===== src/design/ldq_pkg.sv =====
// shared item types and status codes for the look-direction quaternion unit
package ldq_pkg;

  typedef struct packed {
    logic signed [15:0] from_x;
    logic signed [15:0] from_y;
    logic signed [15:0] from_z;
    logic signed [15:0] to_x;
    logic signed [15:0] to_y;
    logic signed [15:0] to_z;
  } ldq_in_t;

  typedef struct packed {
    logic signed [15:0] quat_w;
    logic signed [15:0] quat_x;
    logic signed [15:0] quat_y;
    logic signed [15:0] quat_z;
    logic [1:0]         status;
  } ldq_out_t;

  localparam logic [1:0] STATUS_OK        = 2'd0;
  localparam logic [1:0] STATUS_ZERO_DIR  = 2'd1;
  localparam logic [1:0] STATUS_BAD_TRACE = 2'd2;

  // unit length of the front vector, Q.14
  localparam logic [15:0] FRONT_ONE = 16'd16384;

endpackage


===== src/design/ldq_sqrt.sv =====
// pipelined integer square root, one root bit per stage
module ldq_sqrt import ldq_pkg::*; #(
  parameter int RW = 62,
  parameter int SW = 8
) (
  input  logic            clk_i,
  input  logic            rst_ni,
  input  logic            en_i,
  input  logic            valid_i,
  input  logic [RW-1:0]   rad_i,
  input  logic [SW-1:0]   side_i,
  output logic            valid_o,
  output logic [RW/2-1:0] root_o,
  output logic [SW-1:0]   side_o
);

  localparam int HW = RW / 2;
  localparam int MW = HW + 2;

  logic [RW-1:0] rad_s  [HW+1];
  logic [MW-1:0] rem_s  [HW+1];
  logic [HW-1:0] root_s [HW+1];
  logic          v_s    [HW+1];
  logic [SW-1:0] side_s [HW+1];

  assign rad_s[0]  = rad_i;
  assign rem_s[0]  = '0;
  assign root_s[0] = '0;
  assign v_s[0]    = valid_i;
  assign side_s[0] = side_i;

  for (genvar k = 0; k < HW; k++) begin : g_stage
    logic [RW-1:0] rad_q;
    logic [MW-1:0] rem_q;
    logic [HW-1:0] root_q;
    logic          v_q;
    logic [SW-1:0] side_q;
    logic [MW-1:0] rem_sh;
    logic [MW-1:0] trial;
    logic          ge;

    // bring down the next two radicand bits and try root*4+1
    assign rem_sh = {rem_s[k][MW-3:0], rad_s[k][RW-1 -: 2]};
    assign trial  = {root_s[k], 2'b01};
    assign ge     = (rem_sh >= trial);

    always_ff @(posedge clk_i or negedge rst_ni) begin
      if (!rst_ni) begin
        v_q <= 1'b0;
      end else if (en_i) begin
        v_q <= v_s[k];
      end
    end

    always_ff @(posedge clk_i) begin
      if (en_i) begin
        rad_q  <= rad_s[k] << 2;
        rem_q  <= ge ? (rem_sh - trial) : rem_sh;
        root_q <= {root_s[k][HW-2:0], ge};
        side_q <= side_s[k];
      end
    end

    assign rad_s[k+1]  = rad_q;
    assign rem_s[k+1]  = rem_q;
    assign root_s[k+1] = root_q;
    assign v_s[k+1]    = v_q;
    assign side_s[k+1] = side_q;
  end

  assign valid_o = v_s[HW];
  assign root_o  = root_s[HW];
  assign side_o  = side_s[HW];

endmodule


===== config.mk =====
export PLATFORM = sky130hd
export DESIGN_NAME = ldq_sqrt
export DESIGN_NICKNAME = d
export VERILOG_FILES = /design/src/design/ldq_pkg.sv /design/src/design/ldq_sqrt.sv
export SDC_FILE = /design/constraint.sdc
export NUM_CORES = 2
export LEC_CHECK = 0
export ABC_AREA = 0
export CAP_MARGIN = 10
export CORE_UTILIZATION = 45
export CTS_BUF_LIST = sky130_fd_sc_hd__clkbuf_8
export DETAILED_ROUTE_END_ITERATION = 10
export DONT_BUFFER_PORTS = 1
export HOLD_SLACK_MARGIN = 0.05
export PLACE_DENSITY = 0.72
export RECOVER_POWER = 100
export SETUP_SLACK_MARGIN = 0.1
export SLEW_MARGIN = 20
export SYNTH_ARGS = -nofsm -noshare
export SYNTH_HDL_FRONTEND = slang
export SYNTH_SLANG_ARGS = --single-unit

===== constraint.sdc =====
create_clock -name clk_i -period 6.9 [get_ports clk_i]
set_input_delay 1.38 -clock clk_i [delete_from_list [all_inputs] [get_ports clk_i]]
set_output_delay 1.38 -clock clk_i [all_outputs]
set_load 0.005 [all_outputs]

; Yosys cells after proc, flatten, opt, wreduce, memory -nomap -nowiden
; Index checks and enable logic that the tools add are counted.
[totals]
output_inout_bits = 40
inputBits = 74
ff_bits = 2607
word_cells = 245
[op_classes]
n_addsub = 30
n_lt_le_gt_ge = 31
n_mux = 30
[op_table]
columns = operator, n
row1 = 31-bit two-way mux, 29
row2 = 33-bit by 10-bit >= comparator with 1-bit output, 1
row3 = 33-bit by 11-bit >= comparator with 1-bit output, 1
row4 = 33-bit by 12-bit >= comparator with 1-bit output, 1
row5 = 33-bit by 13-bit >= comparator with 1-bit output, 1
row6 = 33-bit by 14-bit >= comparator with 1-bit output, 1
row7 = 33-bit by 15-bit >= comparator with 1-bit output, 1
row8 = 33-bit by 16-bit >= comparator with 1-bit output, 1
row9 = 33-bit by 17-bit >= comparator with 1-bit output, 1
row10 = 33-bit by 18-bit >= comparator with 1-bit output, 1
row11 = 33-bit by 19-bit >= comparator with 1-bit output, 1
row12 = 33-bit by 20-bit >= comparator with 1-bit output, 1
row13 = 33-bit by 21-bit >= comparator with 1-bit output, 1
row14 = 33-bit by 22-bit >= comparator with 1-bit output, 1
row15 = 33-bit by 23-bit >= comparator with 1-bit output, 1
row16 = 33-bit by 24-bit >= comparator with 1-bit output, 1
row17 = 33-bit by 25-bit >= comparator with 1-bit output, 1
row18 = 33-bit by 26-bit >= comparator with 1-bit output, 1
row19 = 33-bit by 27-bit >= comparator with 1-bit output, 1
row20 = 33-bit by 28-bit >= comparator with 1-bit output, 1
row21 = 33-bit by 29-bit >= comparator with 1-bit output, 1
row22 = 33-bit by 3-bit >= comparator with 1-bit output, 1
row23 = 33-bit by 30-bit >= comparator with 1-bit output, 1
row24 = 33-bit by 31-bit >= comparator with 1-bit output, 1
row25 = 39 further kinds, 39

; Depth between registers and ports, before layout
[depth]
depth_word = 2
mapped_depth = 15

; Worst setup path after synthesis
; No wires, ideal clock.
[synth_timing]
path_type = register -> register
start = register g_stage[14].rem_q[13]
end = register g_stage[15].rem_q[27] (data pin)
path_stages_with_launch = 13
t_arrival_ps = 3203
required_ps = 6642
setup_slack_ps = 3439
synth_period_minus_slack_ps = 3461
path_cell_list = edfxtp_1 -> ha_1 -> clkbuf_1 -> and4_1 -> and2_1 -> nand4_1 -> o21ai_0 -> nor3b_1 -> or2_2 -> clkbuf_1 -> nor4_1 -> or4b_2 -> xnor2_1
[synth_between]
elab_chain_len = 2
[synth_rtl]
columns = element, line_no
row1 = start: declaration, ldq_sqrt.sv:34  ; logic [MW-1:0] rem_q;
row2 = start signal: assignment, ldq_sqrt.sv:58  ; rem_q <= ge ? (rem_sh - trial) : rem_sh;
row3 = 31-bit by 17-bit subtractor with 31-bit output / 33-bit by 17-bit >= comparator with 1-bit output (equally long branches), "ldq_sqrt.sv:58, ldq_sqrt.sv:45"
row4 = 31-bit two-way mux (*), ldq_sqrt.sv:58
row5 = end signal: assignment, ldq_sqrt.sv:58
row6 = end: declaration, ldq_sqrt.sv:34
; Every way passes the cells marked *; elsewhere a longest branch is shown, timed or not.
; A chain may end at the register's enable or synchronous reset.

; Worst setup path after layout
[layout_timing]
start = register g_stage[28].rem_q[6]
end = register g_stage[29].rem_q[3] (data pin)
[layout_between]
elab_chain_len = 2
[layout_rtl]
columns = element, line_no
row1 = start: declaration, ldq_sqrt.sv:34
row2 = start signal: assignment, ldq_sqrt.sv:58
row3 = 33-bit by 31-bit >= comparator with 1-bit output, ldq_sqrt.sv:45  ; assign ge = (rem_sh >= trial);
row4 = 31-bit two-way mux, ldq_sqrt.sv:58
row5 = end signal: assignment, ldq_sqrt.sv:58
row6 = end: declaration, ldq_sqrt.sv:34
; Every way passes these cells.

==> qor.csv <==
metric,value,unit
status,finished with violations,
violated checks,"capacitance limit, slew limit",
measured slew at the worst slew-check pin,4.83,ns
DRC errors left,0,
Die Wd,510,µm
clk buf depth,4,
"Setup Fix Bufs, Post-CTS",0,
"Seq/Total Area, Yosys",0.668,
Initial Util,0.453,
largest net degree at the start of global routing,169,
drt wl/cell,18.3,µm
initial DRC count,4824,
Fin Setup TNS,0,ns
mux cell area share after synthesis,0.0132,
Post-CTS Hold Buffers,2,
total power,42.8,mW
FMAX,0.186,GHz
VDD IR max,0.286,mV
clock slew at reported path FFs,0.07,ns
Routed Antenna Nets,0,
layout cell share with drive strength beyond 1,0.0791,
number of synthesized flops with an enable pin,2560,
Port Buffer Count,0,
number of I/O pins,114,
Max Cap Viol,31,
final worst-path cycle share,0.779,
Worst Hold Class,reg -> reg,
worst-path fanout max,25,
Slew headroom,-2.22,
die height,510,µm
GPL Wtd Cong,0.906,
CTS sink cnt,2591,
post-synth top area share,0.662,
"Clk Latency, worst-skew pair",1.08,ns
Hold Path Stages,0,
post_cts resized,0,
cells along the critical path,ha_1 > nand4_1 > a211oi_1 > nor3_1 > o31ai_1 > a41o_1 > a31oi_1 > o31a_1 > o211ai_1 > clkbuf_1 > mux2_2,
Synth Area in Simple Gates,0.0878,
GRT Total Usage,0.176,
placed cell areas,121000,µm²
Syn. warnings,0,
die area,260000,µm²
Clock Skew,0.101,ns
Crit. path cell count,11,
largest family of logic cells by synthesized area,compound AO/OA/AOI/OAI gates,
final setup fails,0,
compound-gate portion of the synthesized area,0.0903,
first-pass GRT wire length,365000,µm
WL met2,113000,µm
Cell Rows,186,
Synth area leaders,"edfxtp_1, ha_1, xnor2_1",
crit path max-delay cell type,clkbuf_1,
critical path required time,7.62,ns
startpoint types,flop,
endpoints failing hold,0,
CP Capture Type,flop,
final hold slack,0.366,ns
Layout Area Growth over Synthesis,10.3,%
XOR/XNOR share of the synthesized area,0.0559,
Layout Cells excl Fill,12600,
Final Cell Area,128000,µm²
crit path buf inv count,1,
"area leader, netlist",edfxtp_1,
H-tree levels,5,
min cycle time layout,5.37,ns
clock root cell,clkbuf_8,
syn_area_per_cell,13.5,µm²
ys flop type,edfxtp_1,
Pwr per Cell Area,334,nW/µm²
met3 wire len,11100,µm
distinct cell type count after synthesis,90,
ys async rst share,0.0120,
via count,67800,
Placed Instances,11900,
vias per cell,5.37,
crit-path leading delay family,compound AO/OA/AOI/OAI gates,
Core Area,257000,µm²
fin. max-slew vios,2292,
"share of synthesized cell area in full adder, half adder and majority cells",0.0569,
initial antenna violation count,1,
Worst EP arrival,6.09,ns
CP Class,reg -> reg,
Nets,9527,
uppermost routed layer,met4,
vias in the first global route,67700,
DR pass1 iterations,6,
"slowest stage delay, CP",1.31,ns
worst reg2reg path depth,11,
"flops & latches, synth",2591,
metal1 wirelength,99000,µm
grt ovf,0,
TritonCTS Buffers,422,
mapped cell area,116000,µm²
RSZ-0062 raised after global routing,no,
CTS tree,yes,
final wirelength,232000,µm
Mapped Cells,8612,
syn_nets,9214,
Leakage,48.7,nW
HPWL after detailed placement,163000,µm
routing by layer:
metal	vias to the layer above	track usage
li1	32700	-
met2	1833	0.297
met5	-	0
met4	0	0.0759
met3	552	0.0265
met1	32800	0.225
final timing paths:
| kind | end | slack [ns] | from |
|---|---|---|---|
| worst max-delay path | g_stage[29].rem_q[3] | 1.53 | g_stage[28].rem_q[6] |
| worst min-delay path | g_stage[12].rad_q[50] | 0.37 | g_stage[11].rad_q[48] |
| worst min register to register | g_stage[12].rad_q[50] | 0.37 | g_stage[11].rad_q[48] |
| min in group asynchronous | g_stage[26].v_q | 1.28 | rst_ni |
| max in group asynchronous | g_stage[23].v_q | 4.66 | rst_ni |
| worst max register to register | g_stage[29].rem_q[3] | 1.53 | g_stage[28].rem_q[6] |
cell usage after synthesis (all sizes together) (98+ instances only):
library cell	instances
edfxtp	2560
inv	669
nand2	563
nor2	546
ha	528
a21oi	523
o21ai	413
xnor2	389
xor2	353
a21o	219
nor3	185
clkbuf	147
nand3	137
mux2	126
o21a	101
nor4	98
cell type report:
cell class,count,area [µm²]
Antenna cell,1,2.50
Clock inverter,332,2180
Inverter,670,2510
Tap cell,3384,4230
Sequential cell,2591,77600
Fill cell,21900,129000
Timing Repair Buffer,63,387
Clock buffer,426,5860
Multi-Input combinational cell,5177,35300
logic make-up after synthesis:
logic type | count (synthesis)
other cells | 1
mux | 137
compound gates | 1685
flops | 2591
xor+xnor | 742
simple gates | 2084
buf+inv | 844
fa+ha+maj | 528
sequential cells by signal (all words and copies together) (netlist names):
signal	cells
side_o	8
valid_o	1
g_stage.root_q	465
g_stage.rem_q	886
g_stage.rad_q	930
root_o	31
g_stage.side_q	240
g_stage.v_q	30
cell usage in the layout, fill, tap and decap left out, types with 219 or more instances in the layout:
cell / netlist / layout
nor2_1: 546 / 545
clkbuf_8: 0 / 426
nand2_1: 563 / 563
inv_1: 665 / 776
edfxtp_1: 2560 / 2560
a21oi_1: 523 / 523
o21ai_0: 411 / 412
ha_1: 528 / 528
xnor2_1: 389 / 389
a21o_1: 219 / 219
xor2_1: 353 / 353
power by group:
part / internal [mW] / switching (mW) / leakage [nW]
registers: 19.9 / 1.29 / 25.1
logic: 3.67 / 5.10 / 19.1
clock network: 6.66 / 6.10 / 4.54
through the flow:
| stage | setup WS [ns] | utilization |
|---|---|---|
| floorplan | 3.44 | - |
| global placement | 2.51 | 0.470 |
| detailed placement | 2.43 | 0.470 |
| CTS | 2.36 | 0.501 |
| global route | 1.11 | 0.499 |
| finish | 1.53 | 0.499 |
(Power assumes the default switching activity.)
